===== src/ptdq_pkg.sv =====
`timescale 1ns / 1ps

package ptdq_pkg;

   localparam int MAX_TASKS_DEF = 16;
   localparam int TICK_BITS_DEF = 16;

   typedef enum logic [1:0] {
      OP_TICK     = 2'd0,
      OP_ADD      = 2'd1,
      OP_REMOVE   = 2'd2,
      OP_COMPLETE = 2'd3
   } op_type;

   typedef enum logic [3:0] {
      ST_IDLE,
      ST_TK_CHK,
      ST_TK_PER,
      ST_TK_HEAD,
      ST_TK_LAST,
      ST_INS_START,
      ST_INS_CHK,
      ST_INS_SUCC,
      ST_INS_LINK,
      ST_RM_CHK,
      ST_RM_SUCC,
      ST_RM_LINK
   } state_type;

   typedef struct packed {
      logic [1:0]  operation;
      logic [3:0]  task_id;
      logic [15:0] period_ticks;
   } req_type;

   typedef struct packed {
      logic [3:0] expired_task;
      logic       released;
      logic       last;
   } rsp_type;

endpackage


===== src/ptdq_store.sv =====
`timescale 1ns / 1ps

// Link store {next, delta} and period store, one write and one registered read each.
module ptdq_store #(
   parameter int DEPTH = 16,
   parameter int IDX_W = 4,
   parameter int ENT_W = 22,
   parameter int PER_W = 16
) (
   input  logic             clock,
   input  logic             ent_rd_en,
   input  logic [IDX_W-1:0] ent_rd_addr,
   output logic [ENT_W-1:0] ent_rd_data,
   input  logic             ent_wr_en,
   input  logic [IDX_W-1:0] ent_wr_addr,
   input  logic [ENT_W-1:0] ent_wr_data,
   input  logic             per_rd_en,
   input  logic [IDX_W-1:0] per_rd_addr,
   output logic [PER_W-1:0] per_rd_data,
   input  logic             per_wr_en,
   input  logic [IDX_W-1:0] per_wr_addr,
   input  logic [PER_W-1:0] per_wr_data
);

   logic [ENT_W-1:0] ent_mem [DEPTH];
   logic [PER_W-1:0] per_mem [DEPTH];
   logic [ENT_W-1:0] ent_q_ff;
   logic [PER_W-1:0] per_q_ff;

   always_ff @(posedge clock) begin
      if (ent_wr_en) begin
         ent_mem[ent_wr_addr] <= ent_wr_data;
      end
      if (ent_rd_en) begin
         ent_q_ff <= ent_mem[ent_rd_addr];
      end
   end

   always_ff @(posedge clock) begin
      if (per_wr_en) begin
         per_mem[per_wr_addr] <= per_wr_data;
      end
      if (per_rd_en) begin
         per_q_ff <= per_mem[per_rd_addr];
      end
   end

   assign ent_rd_data = ent_q_ff;
   assign per_rd_data = per_q_ff;

endmodule


===== src/periodic_task_delta_queue.sv =====
`timescale 1ns / 1ps
// Complete only updates an idle flag; add and remove walk the list entry by entry.
// Tick checks the head entry; each expired task is popped and reinserted by the same list walk.
// Throughput: one beat at a time; a list walk takes one link-store read per cycle.
// Results leave through an output register; the last one goes out once the chain ends.
// Reset (synchronous): list empty, all queued and idle flags clear; stores hold junk.

module periodic_task_delta_queue #(
   parameter int MAX_TASKS = ptdq_pkg::MAX_TASKS_DEF,
   parameter int TICK_BITS = ptdq_pkg::TICK_BITS_DEF
) (
   input  logic              clock,
   input  logic              reset,
   input  logic              req_valid,
   output logic              req_stall,
   input  ptdq_pkg::req_type req_data,
   output logic              rsp_valid,
   input  logic              rsp_stall,
   output ptdq_pkg::rsp_type rsp_data
);

   // Entry = {next pointer, delta}. Pointer MSB set means null.
   localparam int IW = (MAX_TASKS > 1) ? $clog2(MAX_TASKS) : 1;
   localparam int PW = IW + 1;
   localparam int DW = TICK_BITS + 1;
   localparam int EW = PW + DW;
   localparam logic [PW-1:0] NIL_PTR = {1'b1, {IW{1'b0}}};

   ptdq_pkg::state_type state_ff, state_in;

   logic [PW-1:0]        head_ff, head_in;
   logic [PW-1:0]        cur_ff, cur_in;
   logic [PW-1:0]        prev_ff, prev_in;
   logic [DW-1:0]        prev_delta_ff, prev_delta_in;
   logic [DW-1:0]        rem_ff, rem_in;
   logic [IW-1:0]        id_ff, id_in;
   logic                 first_ff, first_in;
   logic                 ret_tick_ff, ret_tick_in;
   logic [MAX_TASKS-1:0] inq_ff, inq_in;
   logic [MAX_TASKS-1:0] idle_ff, idle_in;

   // One expiry result is held back until we know whether it is the last of the tick.
   logic                 pend_valid_ff, pend_valid_in;
   logic [3:0]           pend_task_ff, pend_task_in;
   logic                 pend_rel_ff, pend_rel_in;

   logic                 rsp_valid_ff, rsp_valid_in;
   ptdq_pkg::rsp_type    rsp_data_ff, rsp_data_in;

   // store ports
   logic                 ent_rd_en, ent_wr_en, per_rd_en, per_wr_en;
   logic [IW-1:0]        ent_rd_addr, ent_wr_addr, per_rd_addr, per_wr_addr;
   logic [EW-1:0]        ent_rd_data, ent_wr_data;
   logic [TICK_BITS-1:0] per_rd_data, per_wr_data;

   logic [PW-1:0]        rd_next;
   logic [DW-1:0]        rd_delta;
   logic [DW-1:0]        eff_delta;
   logic [DW-1:0]        rem_sub;
   logic                 pop;
   logic                 slot_free;
   logic                 req_id_ok;
   logic [IW-1:0]        req_idx;
   logic [IW-1:0]        cur_idx;
   logic [32:0]          per_w;
   logic [32:0]          per_sat;
   logic [32:0]          pmax_w;

   assign rd_next   = ent_rd_data[EW-1:DW];
   assign rd_delta  = ent_rd_data[DW-1:0];
   assign cur_idx   = cur_ff[IW-1:0];
   assign eff_delta = first_ff ? (rd_delta - DW'(1)) : rd_delta;
   // head delta is at least one before the tick, so zero (or a wrap) means expired
   assign pop       = (eff_delta == '0) || eff_delta[DW-1];
   assign rem_sub   = rem_ff - rd_delta;
   assign slot_free = !rsp_valid_ff || !rsp_stall;

   assign req_id_ok = 32'(req_data.task_id) < 32'(MAX_TASKS);
   assign req_idx   = IW'(req_data.task_id);

   // period saturation: 0 -> 1, above the tick range -> max
   assign pmax_w  = (33'd1 << TICK_BITS) - 33'd1;
   assign per_w   = (req_data.period_ticks == 16'd0) ? 33'd1 : 33'(req_data.period_ticks);
   assign per_sat = (per_w > pmax_w) ? pmax_w : per_w;

   ptdq_store #(
      .DEPTH (MAX_TASKS),
      .IDX_W (IW),
      .ENT_W (EW),
      .PER_W (TICK_BITS)
   ) u_store (
      .clock       (clock),
      .ent_rd_en   (ent_rd_en),
      .ent_rd_addr (ent_rd_addr),
      .ent_rd_data (ent_rd_data),
      .ent_wr_en   (ent_wr_en),
      .ent_wr_addr (ent_wr_addr),
      .ent_wr_data (ent_wr_data),
      .per_rd_en   (per_rd_en),
      .per_rd_addr (per_rd_addr),
      .per_rd_data (per_rd_data),
      .per_wr_en   (per_wr_en),
      .per_wr_addr (per_wr_addr),
      .per_wr_data (per_wr_data)
   );

   always_ff @(posedge clock) begin
      if (reset) begin
         state_ff      <= ptdq_pkg::ST_IDLE;
         head_ff       <= NIL_PTR;
         inq_ff        <= '0;
         idle_ff       <= '0;
         pend_valid_ff <= 1'b0;
         rsp_valid_ff  <= 1'b0;
         first_ff      <= 1'b0;
         ret_tick_ff   <= 1'b0;
      end else begin
         state_ff      <= state_in;
         head_ff       <= head_in;
         inq_ff        <= inq_in;
         idle_ff       <= idle_in;
         pend_valid_ff <= pend_valid_in;
         rsp_valid_ff  <= rsp_valid_in;
         first_ff      <= first_in;
         ret_tick_ff   <= ret_tick_in;
      end
   end

   always_ff @(posedge clock) begin
      cur_ff        <= cur_in;
      prev_ff       <= prev_in;
      prev_delta_ff <= prev_delta_in;
      rem_ff        <= rem_in;
      id_ff         <= id_in;
      pend_task_ff  <= pend_task_in;
      pend_rel_ff   <= pend_rel_in;
      rsp_data_ff   <= rsp_data_in;
   end

   always_comb begin
      state_in      = state_ff;
      head_in       = head_ff;
      cur_in        = cur_ff;
      prev_in       = prev_ff;
      prev_delta_in = prev_delta_ff;
      rem_in        = rem_ff;
      id_in         = id_ff;
      first_in      = first_ff;
      ret_tick_in   = ret_tick_ff;
      inq_in        = inq_ff;
      idle_in       = idle_ff;
      pend_valid_in = pend_valid_ff;
      pend_task_in  = pend_task_ff;
      pend_rel_in   = pend_rel_ff;
      rsp_data_in   = rsp_data_ff;
      rsp_valid_in  = rsp_valid_ff && rsp_stall;

      ent_rd_en   = 1'b0;
      ent_rd_addr = head_ff[IW-1:0];
      ent_wr_en   = 1'b0;
      ent_wr_addr = id_ff;
      ent_wr_data = {NIL_PTR, rem_ff};
      per_rd_en   = 1'b0;
      per_rd_addr = cur_idx;
      per_wr_en   = 1'b0;
      per_wr_addr = req_idx;
      per_wr_data = TICK_BITS'(per_sat);

      case (state_ff)
         ptdq_pkg::ST_IDLE: begin
            if (req_valid) begin
               case (req_data.operation)
                  ptdq_pkg::OP_TICK: begin
                     if (!head_ff[IW]) begin
                        ent_rd_en = 1'b1;
                        cur_in    = head_ff;
                        first_in  = 1'b1;
                        state_in  = ptdq_pkg::ST_TK_CHK;
                     end
                  end
                  ptdq_pkg::OP_ADD: begin
                     if (req_id_ok && !inq_ff[req_idx]) begin
                        per_wr_en        = 1'b1;
                        idle_in[req_idx] = 1'b0;
                        id_in            = req_idx;
                        rem_in           = DW'(per_sat);
                        ret_tick_in      = 1'b0;
                        state_in         = ptdq_pkg::ST_INS_START;
                     end
                  end
                  ptdq_pkg::OP_REMOVE: begin
                     if (req_id_ok && inq_ff[req_idx]) begin
                        ent_rd_en = 1'b1;
                        cur_in    = head_ff;
                        prev_in   = NIL_PTR;
                        id_in     = req_idx;
                        state_in  = ptdq_pkg::ST_RM_CHK;
                     end
                  end
                  ptdq_pkg::OP_COMPLETE: begin
                     if (req_id_ok) begin
                        idle_in[req_idx] = 1'b1;
                     end
                  end
                  default: ;
               endcase
            end
         end

         // head entry in the read register; decrement only on the first look
         ptdq_pkg::ST_TK_CHK: begin
            if (pop) begin
               if (!pend_valid_ff || slot_free) begin
                  if (pend_valid_ff) begin
                     rsp_valid_in             = 1'b1;
                     rsp_data_in.expired_task = pend_task_ff;
                     rsp_data_in.released     = pend_rel_ff;
                     rsp_data_in.last         = 1'b0;
                  end
                  head_in          = rd_next;
                  inq_in[cur_idx]  = 1'b0;
                  pend_valid_in    = 1'b1;
                  pend_task_in     = 4'(cur_idx);
                  pend_rel_in      = idle_ff[cur_idx];
                  idle_in[cur_idx] = 1'b0;
                  per_rd_en        = 1'b1;
                  id_in            = cur_idx;
                  first_in         = 1'b0;
                  state_in         = ptdq_pkg::ST_TK_PER;
               end
            end else begin
               if (first_ff) begin
                  ent_wr_en   = 1'b1;
                  ent_wr_addr = cur_idx;
                  ent_wr_data = {rd_next, eff_delta};
               end
               first_in = 1'b0;
               state_in = pend_valid_ff ? ptdq_pkg::ST_TK_LAST : ptdq_pkg::ST_IDLE;
            end
         end

         ptdq_pkg::ST_TK_PER: begin
            rem_in      = DW'(per_rd_data);
            ret_tick_in = 1'b1;
            state_in    = ptdq_pkg::ST_INS_START;
         end

         ptdq_pkg::ST_TK_HEAD: begin
            ent_rd_en = 1'b1;
            cur_in    = head_ff;
            state_in  = ptdq_pkg::ST_TK_CHK;
         end

         ptdq_pkg::ST_TK_LAST: begin
            if (slot_free) begin
               rsp_valid_in             = 1'b1;
               rsp_data_in.expired_task = pend_task_ff;
               rsp_data_in.released     = pend_rel_ff;
               rsp_data_in.last         = 1'b1;
               pend_valid_in            = 1'b0;
               state_in                 = ptdq_pkg::ST_IDLE;
            end
         end

         ptdq_pkg::ST_INS_START: begin
            if (head_ff[IW]) begin
               ent_wr_en     = 1'b1;
               ent_wr_data   = {NIL_PTR, rem_ff};
               head_in       = {1'b0, id_ff};
               inq_in[id_ff] = 1'b1;
               state_in      = ret_tick_ff ? ptdq_pkg::ST_TK_HEAD : ptdq_pkg::ST_IDLE;
            end else begin
               ent_rd_en = 1'b1;
               cur_in    = head_ff;
               prev_in   = NIL_PTR;
               state_in  = ptdq_pkg::ST_INS_CHK;
            end
         end

         // walk: stop before the first entry whose cumulative delay exceeds the period
         ptdq_pkg::ST_INS_CHK: begin
            if (rem_ff < rd_delta) begin
               ent_wr_en   = 1'b1;
               ent_wr_data = {cur_ff, rem_ff};
               state_in    = ptdq_pkg::ST_INS_SUCC;
            end else begin
               rem_in        = rem_sub;
               prev_in       = cur_ff;
               prev_delta_in = rd_delta;
               if (rd_next[IW]) begin
                  ent_wr_en   = 1'b1;
                  ent_wr_data = {NIL_PTR, rem_sub};
                  cur_in      = NIL_PTR;
                  state_in    = ptdq_pkg::ST_INS_LINK;
               end else begin
                  ent_rd_en   = 1'b1;
                  ent_rd_addr = rd_next[IW-1:0];
                  cur_in      = rd_next;
               end
            end
         end

         ptdq_pkg::ST_INS_SUCC: begin
            ent_wr_en   = 1'b1;
            ent_wr_addr = cur_idx;
            ent_wr_data = {rd_next, rd_delta - rem_ff};
            state_in    = ptdq_pkg::ST_INS_LINK;
         end

         ptdq_pkg::ST_INS_LINK: begin
            if (prev_ff[IW]) begin
               head_in = {1'b0, id_ff};
            end else begin
               ent_wr_en   = 1'b1;
               ent_wr_addr = prev_ff[IW-1:0];
               ent_wr_data = {1'b0, id_ff, prev_delta_ff};
            end
            inq_in[id_ff] = 1'b1;
            state_in      = ret_tick_ff ? ptdq_pkg::ST_TK_HEAD : ptdq_pkg::ST_IDLE;
         end

         ptdq_pkg::ST_RM_CHK: begin
            if (cur_ff == {1'b0, id_ff}) begin
               cur_in = rd_next;
               rem_in = rd_delta;
               if (!rd_next[IW]) begin
                  ent_rd_en   = 1'b1;
                  ent_rd_addr = rd_next[IW-1:0];
                  state_in    = ptdq_pkg::ST_RM_SUCC;
               end else begin
                  state_in = ptdq_pkg::ST_RM_LINK;
               end
            end else begin
               prev_in       = cur_ff;
               prev_delta_in = rd_delta;
               cur_in        = rd_next;
               ent_rd_en     = 1'b1;
               ent_rd_addr   = rd_next[IW-1:0];
            end
         end

         ptdq_pkg::ST_RM_SUCC: begin
            ent_wr_en   = 1'b1;
            ent_wr_addr = cur_idx;
            ent_wr_data = {rd_next, rd_delta + rem_ff};
            state_in    = ptdq_pkg::ST_RM_LINK;
         end

         ptdq_pkg::ST_RM_LINK: begin
            if (prev_ff[IW]) begin
               head_in = cur_ff;
            end else begin
               ent_wr_en   = 1'b1;
               ent_wr_addr = prev_ff[IW-1:0];
               ent_wr_data = {cur_ff, prev_delta_ff};
            end
            inq_in[id_ff] = 1'b0;
            state_in      = ptdq_pkg::ST_IDLE;
         end

         default: state_in = ptdq_pkg::ST_IDLE;
      endcase
   end

   assign req_stall = (state_ff != ptdq_pkg::ST_IDLE);
   assign rsp_valid = rsp_valid_ff;
   assign rsp_data  = rsp_data_ff;

`ifndef ASSERT_OFF
   // a held-back result never outlives its tick
   a_pend_idle: assert property (@(posedge clock) disable iff (reset)
      state_ff == ptdq_pkg::ST_IDLE |-> !pend_valid_ff)
      else $error("expiry result left pending in idle");

   // sequencing keeps link-store reads and writes in separate cycles
   a_no_rw: assert property (@(posedge clock) disable iff (reset)
      !(ent_rd_en && ent_wr_en))
      else $error("link store read and write in one cycle");

   // after a reinsertion the list cannot be empty
   a_head_live: assert property (@(posedge clock) disable iff (reset)
      state_ff == ptdq_pkg::ST_TK_HEAD |-> !head_ff[IW])
      else $error("empty list after reinsertion");

   // a popped task is queued again before the next head check
   a_requeue: assert property (@(posedge clock) disable iff (reset)
      state_ff == ptdq_pkg::ST_TK_HEAD |-> inq_ff[id_ff])
      else $error("reinserted task not marked queued");
`endif

endmodule


===== config.mk =====
export PLATFORM = sky130hd
export DESIGN_NAME = periodic_task_delta_queue
export DESIGN_NICKNAME = d
export VERILOG_FILES = /design/src/ptdq_pkg.sv /design/src/ptdq_store.sv /design/src/periodic_task_delta_queue.sv
export SDC_FILE = /design/constraint.sdc
export NUM_CORES = 1
export LEC_CHECK = 0
export BUFFER_PORTS_ARGS = -buffer_cell sky130_fd_sc_hd__buf_4
export CORE_MARGIN = 3
export CORE_UTILIZATION = 60
export CTS_CLUSTER_DIAMETER = 40
export DETAILED_ROUTE_END_ITERATION = 8
export HOLD_SLACK_MARGIN = 0.06
export PLACE_DENSITY = 0.74
export SYNTH_ARGS = -nofsm -noshare
export SYNTH_HDL_FRONTEND = slang
export SYNTH_HIERARCHICAL = 1
export SYNTH_SLANG_ARGS = --single-unit

===== constraint.sdc =====
create_clock -name clock -period 6.75 [get_ports clock]
set_input_delay 1.35 -clock clock [delete_from_list [all_inputs] [get_ports clock]]
set_output_delay 1.35 -clock clock [all_outputs]
set_load 0.005 [all_outputs]

# Yosys cells after proc, flatten, opt, wreduce, memory -nomap -nowiden
# Memory sizes are Yosys's and may differ from the RTL's. A register that Yosys moved wholly into a read port is not among the register bits.
# Index checks and enable logic that the tools add are counted.
# classes
muxes	140
n_eq_ne	42
add_sub_neg	4
order_cmp	8
n_bitwise	9
n_reduce_logical	40
# op_table
operator	count
17-bit 2-to-1 mux	9
16-bit 2-to-1 mux	9
22-bit case mux with 6 select lines	1
22-bit 2-to-1 mux	5
4-bit 2-to-1 mux	22
5-bit 2-to-1 mux	15
17-bit case mux with 4 select lines	1
16-bit AND	4
16-bit case mux with 2 select lines	2
16-bit case mux with 4 select lines	1
16-bit NOT	3
1-bit 2-to-1 mux	44
4-bit case mux with 11 select lines	1
5-bit case mux with 4 select lines	2
17-bit case mux with 2 select lines	1
17-bit subtractor	2
16-bit OR	2
2-bit != test (second input constant)	15
5-bit case mux with 5 select lines	1
6-bit 2-to-1 mux	4
4-bit case mux with 2 select lines	3
4-bit case mux with 3 select lines	2
5-bit AND reduction	4
6-bit AND reduction	3
41 further kinds	87
# word_totals
input_bits	26
out_inout_bits	8
word_cells	264
ff_bits	104
mem_count	2
mem_bits_rw	608
# memory_table
name	words	word_bits	read_ports	rd_clocked_by_memory_dff	write_ports	line	text
u_store.ent_mem	16	22	1	1	1	ptdq_store.sv:25	logic [ENT_W-1:0] ent_mem [DEPTH];
u_store.per_mem	16	16	1	1	1	ptdq_store.sv:26	logic [PER_W-1:0] per_mem [DEPTH];

# Logic depth before layout (Yosys ltp)
# logic_depth
depth_word	10
ltp_mapped	16
ltp_nobuf	15

# Cells and area by module
# Netlist, hierarchy kept.
# by_module_without_submodules
module	seq_area_each_um2	area_per_inst_um2	instances	cells_each
ptdq_store	19398.6	24203.2	1	1015
periodic_task_delta_queue	2672.6	9487.8	1	1151

# Worst setup path before layout
# OpenSTA, ideal clock, no wires.
# synth_path
path_kind	input -> register
start	in req_data[16] (netlist name)
end	reg u_store.ent_q_ff[0] (netlist: u_store/ent_rd_data[0]), read port of u_store.ent_mem (enable)
cell_stages	6
t_required_ps	6271
t_arrival_ps	4805
setup_ps	479
setup_slack_ps	1465
n_path_buf	1
cell_sequence	buf_2 > mux4_2 > a22oi_1 > nand2_2 > a21oi_1 > o311ai_0
# synth_between
elab_chain_cells	6
# synth_rtl
element	line	text
start, declared	periodic_task_delta_queue.sv:16	input ptdq_pkg::req_type req_data,
1-bit binary-select mux with 4-bit select	periodic_task_delta_queue.sv:192	if (req_id_ok && inq_ff[req_idx]) begin
1-bit 2-to-1 mux (not written as such)	periodic_task_delta_queue.sv:192	
1-bit 2-to-1 mux	periodic_task_delta_queue.sv:192	
1-bit case mux with 2 select lines	periodic_task_delta_queue.sv:172	case (req_data.operation)
1-bit 2-to-1 mux	periodic_task_delta_queue.sv:171	if (req_valid) begin
1-bit case mux with 5 select lines	periodic_task_delta_queue.sv:169	case (state_ff)
named net ent_rd_en	periodic_task_delta_queue.sv:51	logic ent_rd_en, ent_wr_en, per_rd_en, per_wr_en;
end, declared	ptdq_store.sv:27	logic [ENT_W-1:0] ent_q_ff;
# The timed path passes the listed nets, and every way through them passes these cells. The select of a mux whose other input is x is not followed.
# A chain may end at the register's enable or synchronous reset.

# Worst setup path in the final report
# layout_path
start	reg first_ff
end	mem u_store.ent_mem[13][7] (enable)
# layout_between
elab_cells_between_ends	11
cone_classes	mux: 9; reduce/logical: 2
# layout_rtl
element	line	text
start, declared	periodic_task_delta_queue.sv:37	logic first_ff, first_in;
start signal, assigned	periodic_task_delta_queue.sv:124	first_ff <= first_in;
17-bit 2-to-1 mux	periodic_task_delta_queue.sv:72	assign eff_delta = first_ff ? (rd_delta - DW'(1)) : rd_delta;
17-bit zero test	periodic_task_delta_queue.sv:74	assign pop = (eff_delta == '0) || eff_delta[DW-1];
1-bit logical OR	periodic_task_delta_queue.sv:74	
4-bit 2-to-1 mux *	periodic_task_delta_queue.sv:212	if (pop) begin
4-bit case mux with 3 select lines *	periodic_task_delta_queue.sv:169	
named net ent_wr_addr[0]	periodic_task_delta_queue.sv:52	logic [IW-1:0] ent_rd_addr, ent_wr_addr, per_rd_addr, per_wr_addr;
end, declared	ptdq_store.sv:25	
# The timed path passes the listed nets; every way through them passes the cells marked *.

==> out/results.ini <==
[worst_setup_path]
cp_top_family=simple AND/OR/NAND/NOR gates
critPathBufInv=1
endpoint_kind=register
slowest_stage=dfxtp_1
slowest_delay_ps=790
cp_cell_sequence=nor4b_4 -> nand4_1 -> nor3_1 -> xnor2_2 -> o211ai_4 -> o21ai_2 -> a221o_1 -> nand2b_1 -> nor2_2 -> buf_4
cp-start-kind=register
critPathMaxFanout=17
required_ps=7050
cp.arrival_ps=5900
critPathKind=register to register

[pwr]
vdd_ir_drop_max_mv=0.250
swShare=0.335
pwr-share-seq=0.373
power_density_nw_per_um2=428
pwr-share-clk=0.322
p_leak_uw=0.0125
comb_power_share=0.306
power.total_uw=16400
p_int_uw=10900
power_switching_uw=5490

[logic_synthesis]
yosys_warnings=6
netlist_area_um2=33700
synth_seq_area_share=0.655
yosysTopAreaCell=edfxtp_1
synthCells=2166
syn_nets=2234
syn_area_per_cell_um2=15.6
ys.flop_type=edfxtp_1
synth_area_leaders=edfxtp_1 (63%), mux4_2 (11%), dfxtp_1 (2.7%)
ys_types=91
synth_top_cell_area_share=0.628
ys_ff_latch=750
async_flop_share=0
synth_edf_count=705

[cts]
path_clk_slew_ps=60
cts_setup_buffers=0
cts_tree=done
numCtsBuffers=98
clock_sinks=750
htreeDepth=3
cts_buffer_depth=3
cts_hold_buffers=0
clk_latency_ps=650
cts.repair.resized=0
clock-root-buffer=clkbuf_16

[layout]
antenna_cells=0
drive_gt1_frac=0.225
area_delta_synth_final_pct=13.4
nNetsFinal=2293
nFillCells=3603

[sta]
min_period_ps=5600
setup-violations-final=0
hold_violations=0
final_max_slew_viol_count=0
rsz0062_at_grt=false
final.setup.tns_ps=0
clock.fmax_mhz=179
period_share=0.829
finClkSkew_ps=24.4
max_slew_margin=0.140
tightest_slew_ps=1280

[die]
rows=86
die_x_um=243
chipHeight_um=243
design.core.area_um2=55300
num_io_pins=34
start_util=0.609
die_area_um2=59000

[global_routing]
grt.overflow.total=0
antenna_found_initial=0
grt_pass1_wl_um=134000
grt_pass1_vias=21300
grt_max_degree=71
grt_use_total=0.301

[flow_run]
drv_cap=0

[route]
num_vias=21200
dr.pass1.iters=8
drc=0
wl_per_cell_um=28.9
drt-initial-drc-count=2817
drt-total-wl_um=88500
viasPerCell=6.94
drtAntennaViolNets=0

[worst_hold_path]
worstHoldPathType=register to register

[run_status]
outcome=completed

[placed_design]
port_buffers=33
place_congestion=0.947
hpwlAfterDp_um=52600

-- final timing paths --
check	from	end	slack, ps	depth (start not counted)
setup reg to reg	first_ff	u_store/ent_mem[13][7]	1150	10
hold reg to reg	pend_task_ff[3]	rsp_data[5]	410	0
hold / removal	pend_task_ff[3]	rsp_data[5]	410	0
setup / recovery	first_ff	u_store/ent_mem[13][7]	1150	10
-- placed cells by master, fill, tap and decap left out, types with 15 or more instances in the layout --
| cell | n |
|---|---|
| a21oi_1 | 89 |
| inv_1 | 38 |
| nand4_1 | 17 |
| a21o_1 | 20 |
| a22oi_2 | 20 |
| xnor2_1 | 39 |
| nor2b_1 | 27 |
| a211oi_1 | 29 |
| dfxtp_1 | 45 |
| o21ai_0 | 59 |
| a22oi_1 | 72 |
| mux4_2 | 161 |
| nand2_1 | 138 |
| edfxtp_1 | 705 |
| nand3_1 | 37 |
| nand2b_1 | 15 |
| a31oi_1 | 22 |
| ha_1 | 40 |
| nor3_1 | 30 |
| inv_6 | 16 |
| xor2_1 | 16 |
| clkbuf_16 | 101 |
| nor2_1 | 97 |
| o31ai_1 | 15 |
| nor2_2 | 16 |
| mux2i_1 | 26 |
| o21ai_1 | 15 |
| buf_4 | 97 |
-- synth_stat cells, types with 26 or more instances --
cell type / number
nor2_1: 113
inv_1: 38
mux2i_1: 26
dfxtp_1: 45
clkbuf_1: 90
nor3_1: 39
nand3_1: 37
nor2b_1: 29
xnor2_1: 39
a211oi_1: 29
edfxtp_1: 705
a21oi_1: 89
o21ai_0: 59
ha_1: 40
mux4_2: 161
nand2_1: 138
a22oi_1: 72
-- sequential cells by signal, indices dropped and copies added (netlist names), 5 cells and up, named ones only --
register and count:
rem_ff 17, prev_ff 5, u_store/ent_rd_data 22, inq_ff 16, head_ff 5, u_store/ent_mem 352, cur_ff 5, u_store/per_mem 256
prev_delta_ff 17, u_store/per_rd_data 16, rsp_data 6
-- metrics by stage --
stage | area (µm²) | cells | hold WS [ps] | setup slack, ps | utilization
after floorplan | 33700 | 2166 | 400 | 1470 | -
after global placement | 34800 | 2873 | 400 | 1440 | 0.630
after detailed placement | 34800 | 2873 | 405 | 1370 | 0.630
after CTS | 38200 | 3056 | 412 | 1360 | 0.691
after global routing | 38200 | 3056 | 425 | 997 | 0.691
final | 38200 | 3056 | 412 | 1150 | 0.691
-- cell families after synthesis --
| group | synth area share |
|---|---|
| compound gates | 0.107 |
| xor+xnor | 0.0148 |
| fa+ha+maj | 0.0160 |
| buf+inv | 0.0247 |
| flops | 0.655 |
| mux | 0.118 |
| simple gates | 0.0644 |
-- routing by layer --
metal | vias to the layer above | wire length [µm] | track usage
met5 | - | 0 | 0
met4 | 0 | 2540 | 0.0933
met3 | 215 | 9440 | 0.0644
met2 | 1308 | 41900 | 0.470
met1 | 10800 | 34600 | 0.433
li1 | 8910 | - | -
-- area by class of cell --
type | instances | area (µm²) | share of cell area
repair buffers | 99 | 768 | 0.0201
multi-input cells | 1238 | 10900 | 0.286
flip-flops and latches | 750 | 22100 | 0.578
well taps | 748 | 936 | 0.0245
clock buffers | 109 | 2560 | 0.0669
clock inverters | 74 | 825 | 0.0216
inverters | 38 | 143 | 0.00373
-- power by group through the flow --
| stage | clock (µW) | sequential (µW) | combinational (µW) |
|---|---|---|---|
| after floorplan | 0 | 6020 | 3690 |
| after global placement | 0 | 6180 | 4770 |
| after detailed placement | 0 | 6180 | 4900 |
| after CTS | 5340 | 6090 | 4950 |
| after global routing | 5530 | 6120 | 5390 |
| final | 5270 | 6110 | 5000 |
Power figures use the tool's default switching activity.
